$ cat config.mk
export PLATFORM = sky130hd
export DESIGN_NAME = pcx_rle_mono_line_decoder_top
export DESIGN_NICKNAME = d
export VERILOG_FILES = /design/src/pcxr_pkg.sv /design/src/pcx_rle_mono_line_decoder_top.sv /design/src/pcxr_place.sv
export SDC_FILE = /design/constraint.sdc
export NUM_CORES = 1
export LEC_CHECK = 0
export BUFFER_PORTS_ARGS = -buffer_cell sky130_fd_sc_hd__clkbuf_2
export CELL_PAD_IN_SITES_DETAIL_PLACEMENT = 1
export CELL_PAD_IN_SITES_GLOBAL_PLACEMENT = 1
export CORE_UTILIZATION = 49
export DETAILED_ROUTE_END_ITERATION = 6
export PLACE_DENSITY = 0.94
export SYNTH_ARGS = -nofsm -noshare
export SYNTH_HDL_FRONTEND = slang
export SYNTH_HIERARCHICAL = 1
export SYNTH_SLANG_ARGS = --single-unit
$ cat constraint.sdc
create_clock -name clk -period 13.39 [get_ports clk]
set_input_delay 1.339 -clock clk [delete_from_list [all_inputs] [get_ports clk]]
set_output_delay 1.339 -clock clk [all_outputs]
set_load 0.01 [all_outputs]
$ cat src/pcxr_pkg.sv
`timescale 1ns / 1ps
// ----------------------------------------------------------------------------
// pcxr_pkg
// Shared types and constants for the PCX 1bpp run-length line decoder.
// ----------------------------------------------------------------------------
package pcxr_pkg;

  localparam int unsigned CFG_IDX_W = 2;

  localparam logic [CFG_IDX_W-1:0] CFG_LINE_WIDTH = 2'd0;
  localparam logic [CFG_IDX_W-1:0] CFG_LINE_BYTES = 2'd1;
  localparam logic [CFG_IDX_W-1:0] CFG_IMAGE_ROWS = 2'd2;

  localparam logic [15:0] LINE_WIDTH_RST = 16'd8;
  localparam logic [15:0] LINE_BYTES_RST = 16'd1;
  localparam logic [15:0] IMAGE_ROWS_RST = 16'd1;

  localparam logic [1:0] RUN_TAG  = 2'b11;
  localparam logic [5:0] RUN_MASK = 6'h3F;
  localparam logic [3:0] PIX_PER_BYTE = 4'd8;

  typedef struct packed {
    logic [15:0] line_width;
    logic [15:0] line_bytes;
    logic [15:0] image_rows;
  } cfg_t;

  typedef struct packed {
    logic [7:0]  bits;
    logic [3:0]  cnt;
    logic [15:0] fcol;
    logic        eor;
    logic        eoi;
  } place_res_t;

endpackage

$ cat src/pcx_rle_mono_line_decoder_top.sv
`timescale 1ns / 1ps
// ----------------------------------------------------------------------------
// pcx_rle_mono_line_decoder_top
// PCX run-length decoder for 1bpp scan lines, one code byte per transaction.
// The taken byte is registered in value_r and each result in the output
// registers; a marker byte or zero run emits none. Input is not taken while
// a literal or run is emitted; emission waits while the output is full.
// Reset: synchronous active low; config back to 8/1/1, decode state cleared.
// ----------------------------------------------------------------------------
module pcx_rle_mono_line_decoder_top
  import pcxr_pkg::*;
(
  input  logic                 clk,
  input  logic                 rst_n,
  input  logic                 in_valid,
  output logic                 in_ready,
  input  logic [7:0]           in_code_byte,
  output logic                 out_valid,
  input  logic                 out_ready,
  output logic [7:0]           out_pixel_bits,
  output logic [3:0]           out_pixel_count,
  output logic [15:0]          out_row_index,
  output logic [15:0]          out_first_column,
  output logic                 out_end_of_row,
  output logic                 out_end_of_image,
  output logic                 out_last_of_run,
  input  logic                 cfg_valid,
  output logic                 cfg_ready,
  input  logic [CFG_IDX_W-1:0] cfg_index,
  input  logic [15:0]          cfg_data
);

  typedef enum logic {ST_IDLE, ST_EMIT} state_t;

  state_t      state_r, state_nxt;
  cfg_t        cfg_r, cfg_nxt;
  logic        awaiting_r, awaiting_nxt;
  logic [5:0]  pending_r, pending_nxt;
  logic [5:0]  reps_r, reps_nxt;
  logic [7:0]  value_r, value_nxt;
  logic [15:0] bil_r, bil_nxt;
  logic [15:0] row_r, row_nxt;
  logic        done_r, done_nxt;
  logic        ovalid_r, ovalid_nxt;
  logic [7:0]  obits_r, obits_nxt;
  logic [3:0]  ocnt_r, ocnt_nxt;
  logic [15:0] orow_r, orow_nxt;
  logic [15:0] ocol_r, ocol_nxt;
  logic        oeor_r, oeor_nxt;
  logic        oeoi_r, oeoi_nxt;
  logic        olast_r, olast_nxt;

  place_res_t  pres;
  logic        in_acc;
  logic        slot_free;
  logic        last;

  pcxr_place u_place (
    .cfg           (cfg_r),
    .bytes_in_line (bil_r),
    .current_row   (row_r),
    .value         (value_r),
    .res           (pres)
  );

  assign in_ready  = (state_r == ST_IDLE);
  assign cfg_ready = 1'b1;
  assign in_acc    = in_valid && in_ready;
  assign slot_free = !ovalid_r || out_ready;
  assign last      = (reps_r == 6'd1) || pres.eor;

  always_comb begin
    state_nxt    = state_r;
    cfg_nxt      = cfg_r;
    awaiting_nxt = awaiting_r;
    pending_nxt  = pending_r;
    reps_nxt     = reps_r;
    value_nxt    = value_r;
    bil_nxt      = bil_r;
    row_nxt      = row_r;
    done_nxt     = done_r;
    ovalid_nxt   = ovalid_r && !out_ready;
    obits_nxt    = obits_r;
    ocnt_nxt     = ocnt_r;
    orow_nxt     = orow_r;
    ocol_nxt     = ocol_r;
    oeor_nxt     = oeor_r;
    oeoi_nxt     = oeoi_r;
    olast_nxt    = olast_r;

    if (cfg_valid) begin
      unique case (cfg_index)
        CFG_LINE_WIDTH: cfg_nxt.line_width = cfg_data;
        CFG_LINE_BYTES: cfg_nxt.line_bytes = cfg_data;
        CFG_IMAGE_ROWS: cfg_nxt.image_rows = cfg_data;
        default: ;
      endcase
    end

    unique case (state_r)
      ST_IDLE: begin
        if (in_acc && !done_r) begin
          value_nxt = in_code_byte;
          if (awaiting_r) begin
            awaiting_nxt = 1'b0;
            pending_nxt  = 6'd0;
            reps_nxt     = pending_r;
            if (pending_r != 6'd0) begin
              state_nxt = ST_EMIT;
            end
          end else if (in_code_byte[7:6] == RUN_TAG) begin
            awaiting_nxt = 1'b1;
            pending_nxt  = in_code_byte[5:0] & RUN_MASK;
          end else begin
            reps_nxt  = 6'd1;
            state_nxt = ST_EMIT;
          end
        end
      end
      ST_EMIT: begin
        if (slot_free) begin
          ovalid_nxt = 1'b1;
          obits_nxt  = pres.bits;
          ocnt_nxt   = pres.cnt;
          orow_nxt   = row_r;
          ocol_nxt   = pres.fcol;
          oeor_nxt   = pres.eor;
          oeoi_nxt   = pres.eoi;
          olast_nxt  = last;
          reps_nxt   = reps_r - 6'd1;
          if (pres.eor) begin
            bil_nxt = 16'd0;
            if (pres.eoi) begin
              done_nxt = 1'b1;
            end else begin
              row_nxt = row_r + 16'd1;
            end
          end else begin
            bil_nxt = bil_r + 16'd1;
          end
          if (last) begin
            state_nxt = ST_IDLE;
          end
        end
      end
      default: state_nxt = ST_IDLE;
    endcase
  end

  always_ff @(posedge clk) begin
    if (!rst_n) begin
      state_r          <= ST_IDLE;
      cfg_r.line_width <= LINE_WIDTH_RST;
      cfg_r.line_bytes <= LINE_BYTES_RST;
      cfg_r.image_rows <= IMAGE_ROWS_RST;
      awaiting_r       <= 1'b0;
      pending_r        <= 6'd0;
      reps_r           <= 6'd0;
      bil_r            <= 16'd0;
      row_r            <= 16'd0;
      done_r           <= 1'b0;
      ovalid_r         <= 1'b0;
    end else begin
      state_r    <= state_nxt;
      cfg_r      <= cfg_nxt;
      awaiting_r <= awaiting_nxt;
      pending_r  <= pending_nxt;
      reps_r     <= reps_nxt;
      bil_r      <= bil_nxt;
      row_r      <= row_nxt;
      done_r     <= done_nxt;
      ovalid_r   <= ovalid_nxt;
    end
    value_r <= value_nxt;
    obits_r <= obits_nxt;
    ocnt_r  <= ocnt_nxt;
    orow_r  <= orow_nxt;
    ocol_r  <= ocol_nxt;
    oeor_r  <= oeor_nxt;
    oeoi_r  <= oeoi_nxt;
    olast_r <= olast_nxt;
  end

  assign out_valid        = ovalid_r;
  assign out_pixel_bits   = obits_r;
  assign out_pixel_count  = ocnt_r;
  assign out_row_index    = orow_r;
  assign out_first_column = ocol_r;
  assign out_end_of_row   = oeor_r;
  assign out_end_of_image = oeoi_r;
  assign out_last_of_run  = olast_r;

  // end of image also closes the row and the run
  a_eoi_closes: assert property (@(posedge clk) disable iff (!rst_n)
    out_valid && out_end_of_image |-> out_end_of_row && out_last_of_run)
    else $error("end_of_image without end_of_row / last_of_run");

  // padding results carry no pixels
  a_pad_clear: assert property (@(posedge clk) disable iff (!rst_n)
    out_valid && (out_pixel_count == 4'd0) |-> (out_pixel_bits == 8'd0))
    else $error("padding result with pixel bits set");

  // the emit loop stops once the image is done
  a_done_idle: assert property (@(posedge clk) disable iff (!rst_n)
    done_r |-> (state_r == ST_IDLE))
    else $error("emitting after end of image");

  // a run in flight never waits for its value byte
  a_emit_no_marker: assert property (@(posedge clk) disable iff (!rst_n)
    (state_r == ST_EMIT) |-> !awaiting_r && (reps_r != 6'd0))
    else $error("emit state with empty run");

endmodule

$ cat src/pcxr_place.sv
`timescale 1ns / 1ps
// ----------------------------------------------------------------------------
// pcxr_place
// Places one decoded byte in the current scan line: pixel mask, valid count,
// first column and line / image end flags.
// ----------------------------------------------------------------------------
module pcxr_place
  import pcxr_pkg::*;
(
  input  cfg_t        cfg,
  input  logic [15:0] bytes_in_line,
  input  logic [15:0] current_row,
  input  logic [7:0]  value,
  output place_res_t  res
);

  logic [18:0] col;
  logic        in_line;
  logic [15:0] diff;
  logic [3:0]  cnt;
  logic [16:0] bil_inc;
  logic [16:0] row_inc;

  always_comb begin
    col     = {bytes_in_line, 3'b000};
    in_line = col < {3'b000, cfg.line_width};
    diff    = cfg.line_width - col[15:0];
    if (!in_line) begin
      cnt = 4'd0;
    end else if (diff > {12'd0, PIX_PER_BYTE}) begin
      cnt = PIX_PER_BYTE;
    end else begin
      cnt = diff[3:0];
    end
    bil_inc = {1'b0, bytes_in_line} + 17'd1;
    row_inc = {1'b0, current_row} + 17'd1;

    res.cnt  = cnt;
    res.bits = value & ~(8'hFF >> cnt);
    res.fcol = in_line ? col[15:0] : cfg.line_width;
    res.eor  = bil_inc >= {1'b0, cfg.line_bytes};
    res.eoi  = res.eor && (row_inc >= {1'b0, cfg.image_rows});
  end

endmodule
== Word-level counts from Yosys, hierarchy flattened ==
Index checks and enable logic that the tools add are counted.

* Output and inout port bits: 50
* Input port bits: 31
* Flip-flop bits (word level): 151

* Shift operators: 1
* Bitwise gates (word level): 4
* Muxes and demuxes: 22
* Eq/ne operators: 7
* Reduce and logical (&&, ||, !) cells: 21
* Add/sub/neg operators: 6
* Order comparisons: 4

{| class="wikitable"
|+ Operators with widths
! kind !! number
|-
| $mux 6 || 6
|-
| $add 16x1->17 const B || 2
|-
| $ge 17x16->1 || 2
|-
| $add 16x1->16 const B || 2
|-
| $mux 16 || 2
|-
| $lt 19x16->1 || 1
|-
| $gt 16x4->1 const B || 1
|-
| $sub 16x16->16 || 1
|-
| $pmux 6 s2 || 1
|-
| $mux 1 || 10
|-
| $reduce_and 2->1 || 5
|-
| $and 8x8->8 || 1
|-
| $mux 4 || 2
|-
| $not 8->8 || 1
|-
| $reduce_and 4->1 || 2
|-
| $shr 8x4->8 const A || 1
|-
| $eq 6x1->1 const B || 1
|-
| $reduce_and 3->1 || 2
|-
| $reduce_bool 6->1 || 1
|-
| $sub 6x1->6 const B || 1
|-
| $eq 2x2->1 const B || 2
|-
| $logic_and 1x1->1 || 4
|-
| $ne 2x1->1 const B || 2
|-
| $logic_not 1->1 || 3
|-
| other kinds (7) || 9
|}

== Longest topological paths before layout ==
* Depth after elaboration: 7
* Depth in mapped cells: 19
* Mapped depth without buffers: 18

== By module ==
The synthesis kept the hierarchy.

{| class="wikitable"
|+ By module, submodules not included
! module !! sequential area each (sq um) !! times used !! cells each !! area an instance (sq um)
|-
| pcx_rle_mono_line_decoder_top || 3,573.4 || 1 || 544 || 5,592.9
|-
| pcxr_place || 0.0 || 1 || 400 || 2,680.1
|}

== Worst setup path before layout ==
Ideal clock, no wire load.

* Path kind: input to register
* Start: input out_ready
* End: register bil_r[0]
* Path slack: 8.969 ns
* Arrival time: 4.294 ns
* Cell stages on the path: 5
* Path through: nor2b_1 > nor2_1 > a21o_1 > clkbuf_1 > nor2_1

* Longest elaborated chain between the ends: 2

{| class="wikitable"
|+ RTL lines
! item !! RTL line !! RTL
|-
| start, declared || pcx_rle_mono_line_decoder_top.sv:19 || <nowiki>input logic out_ready,</nowiki>
|-
| $logic_or 1x1->1 || pcx_rle_mono_line_decoder_top.sv:69 || <nowiki>assign slot_free = !ovalid_r || out_ready;</nowiki>
|-
| $reduce_and 2->1 (no line) || - ||
|-
| end signal, assigned || pcx_rle_mono_line_decoder_top.sv:169 || <nowiki>bil_r <= bil_nxt;</nowiki>
|-
| end, declared || pcx_rle_mono_line_decoder_top.sv:41 || <nowiki>logic [15:0] bil_r, bil_nxt;</nowiki>
|}

No other way between the ends.
A chain may end at the register's enable or synchronous reset.

==> impl_metrics.csv <==
group,metric,value,unit
placed_design,dp_hpwl,17100,um
synth,synth_cell_types,67,
placed_design,gp_congestion,0.895,
clocking,cts_inserted_buffers,17,
drt,drc_errors,0,
clocking,clk_latency,0.44,ns
synth,synth_seq_area_share,0.432,
power,leakage,3.64,nW
synth,ys_ff_latch,151,
floorplanning,die_y,132,um
power,power_density,131,mW/mm^2
floorplanning,dieArea,0.0174,sq mm
drt,drt_iter0_drc,419,
critical_path,critPathKind,"reg2reg",
timing,fmax,191,MHz
drt,via_count,7507,
timing,worst-slew-pin-transition,1.19,ns
power,vdd_drop_max,0.100,mV
layout,areaGrowthSynthToFinish,13.8,%
floorplanning,ios,81,
critical_path,cp_slowest_cell,"or4_1",
floorplanning,core,0.0165,sq mm
drt,wire_per_inst,20.4,um
critical_path,cp_max_fo,11,
grt,grt_pass1_vias,7648,
timing,layout_setup_ws,8.16,ns
synth,synthFlopType,"dfxtp_1",
clocking,ctsHoldBuffers,0,
timing,hold_viol,0,
critical_path,end_kind,"flip-flop",
status,outcome,"complete, no violations",
floorplanning,die_w,132,um
critical_path,critPathLaunch,"bil_r[3]",
synth,synth_edf_count,55,
synth,ys_warn_count,6,
critical_path,r2r-start,"bil_r[3]",
clocking,clkTransAtPathRegs,0.07,ns
drt,dr.pass1.iters,5,
timing,setup-tns-final,0,ns
clocking,post_cts_resized,0,
placed_design,numPortBuffers,79,
power,power_switching,0.371,mW
grt,grt_max_degree,58,
synth,syn-mean-instance-area,8.76,sq um
placed_design,dp_slack,8.37,ns
timing,period_share,0.390,
clocking,cts_tree,"done",
grt,overflow,0,
critical_path,worstSetupStartpointType,"flip-flop",
clocking,cts-root-buf,"clkbuf_16",
clocking,post_cts_buffers,0,
timing,setup_viol,0,
worst_hold_path,min_path_type,"reg2reg",
critical_path,max_stage_delay,0.52,ns
floorplanning,start_util,0.501,
synth,syn_inst,944,
synth,syn_area,0.00827,sq mm
floorplanning,num_rows,47,
grt,track_usage,0.298,
drt,routed_wl,25300,um
power,swShare,0.300,
timing,slew-limit-headroom,0.205,
synth,async_flop_share,0,
grt,grt_pass1_wl,40800,um
layout,nNetsFinal,1102,
power,p_int,0.866,mW
timing,final_max_slew_viol_count,0,
critical_path,crit_chain,"inv_1, nor3_1, and3_1, nand2_1, nor3_1, nand3_1, xnor2_1, ha_1, nand3_1, nor2_1, a311oi_1, o21ai_0, a221o_1, a21boi_0, nand4b_1, or3_1, or4_1, a21oi_1",
drt,ant_nets,0,
layout,final_area,0.00941,sq mm
power,power_frac_clock,0.399,
worst_hold_path,min-delay-start,"cfg_r[15]",
flow_run,cap_violations,0,
synth,synth_nets,1039,
layout,layout-drive-gt1-share,0.128,
timing,rsz0062_at_grt,"false",
layout,nFillCells,1940,
clocking,h-tree-depth,4,
drt,vias_per_cell,6.05,
critical_path,critPathArrivalTime,5.59,ns
clocking,cts_buffer_depth,2,
layout,diodes,0,
critical_path,rrSetupSlack,8.16,ns
timing,period_minus_slack,5.23,ns
critical_path,critical_path_required,13.75,ns
power,seqPwrFrac,0.433,
power,power_frac_comb,0.168,
timing,skew,0.00998,ns
clocking,cts_sinks,151,
grt,antenna_found_initial,0,
placed_design,dpl_cell_area,0.00882,sq mm
registers in the layout, summed over array words and instances, names as in the netlist, 4 cells and up:
signal	cells
cfg_r	48
bil_r	16
out_first_column	16
out_row_index	16
row_r	16
out_pixel_bits	8
value_r	8
pending_r	6
reps_r	6
out_pixel_count	4
cell type report:
| class | instances | area (sq um) | share of cell area |
|---|---|---|---|
| clock inverters | 14 | 165 | 0.0175 |
| clock buffers | 18 | 429 | 0.0456 |
| well taps | 220 | 275 | 0.0292 |
| multi-input cells | 687 | 4290 | 0.456 |
| flip-flops and latches | 151 | 3570 | 0.380 |
| repair buffers | 83 | 425 | 0.0452 |
| inverters | 67 | 251 | 0.0267 |
critical path, delay by kind of cell, from the launching register on:
kind | cells | cell delay, ns
simple gates | 10 | 2.78
compound gates | 5 | 1.29
flops | 1 | 0.50
fa+ha+maj | 1 | 0.27
xor+xnor | 1 | 0.20
buf+inv | 1 | 0.11
stage by stage:
stage	cells	hold slack (ns)	util	total power, mW
global route	1240	0.484	0.570	1.28
global placement	1208	0.442	0.534	0.729
finish	1240	0.459	0.570	1.24
CTS	1240	0.460	0.570	1.24
detailed placement	1208	0.448	0.534	0.741
floorplan	944	0.435	-	0.674
metal layers:
layer,vias up,wire length (um),global-route usage
li1,3469,-,-
met1,3700,10700,0.364
met2,271,12800,0.529
met3,67,1050,0.0388
met4,0,772,0.119
met5,-,0,0
power groups by stage:
stage,Sequential [mW],Clock (mW),Combinational [mW]
6_report,0.535,0.493,0.208
5_1_grt,0.538,0.514,0.224
4_1_cts,0.535,0.495,0.206
3_5_place_dp,0.544,0,0.197
3_3_place_gp,0.541,0,0.187
2_1_floorplan,0.547,0,0.127
cells by family (layout without fill, tap and decap cells):
family	after synthesis	count (layout)	share of synthesized area
compound gates	214	214	0.151
xor+xnor	41	41	0.0434
fa+ha+maj	64	64	0.0977
buf+inv	106	182	0.0505
flops	151	151	0.432
mux	6	6	0.00741
other cells	1	1	0.000453
simple gates	361	361	0.218
worst paths after layout:
kind / depth (start not counted) / end
max: 18 / row_r[11]
min: 2 / cfg_r[15]
max reg2reg: 18 / row_r[11]
min reg2reg: 2 / cfg_r[15]
Yosys cell counts, types with 5 or more instances:
library cell  number  area [sq um]
a21o_1            15           113
a21oi_1          102           510
a22oi_1            7          52.6
a31oi_1            9          56.3
and2_1             5          31.3
and3_1            10          62.6
buf_1              6          22.5
clkbuf_1          29           109
dfxtp_1           96          1920
edfxtp_1          55          1650
ha_1              63           788
inv_1             67           251
mux2i_1            5          50.1
nand2_1          155           582
nand2b_1           6          37.5
nand3_1           40           200
nand4_1           23           144
nor2_1            40           150
nor2b_1           14          87.6
nor3_1            11          55.1
nor3b_1            5          37.5
o21ai_0           45           225
o31ai_1            7          52.6
or3_1             15          93.8
or4_1              6          45.0
xnor2_1           27           236
xor2_1            14           123
cells in the final DEF (no fill, tap or decap), drive strengths merged, types with 8 or more instances in the layout:
master / instances
nand4: 24
xnor2: 27
edfxtp: 55
nor2: 40
and3: 12
nand3: 40
nor2b: 14
clkbuf: 97
a31oi: 9
dfxtp: 96
nand2: 155
a21oi: 103
o21ai: 46
xor2: 14
nor3: 11
a21o: 15
or4: 8
or3: 17
inv: 74
ha: 63
(Power assumes the default switching activity.)
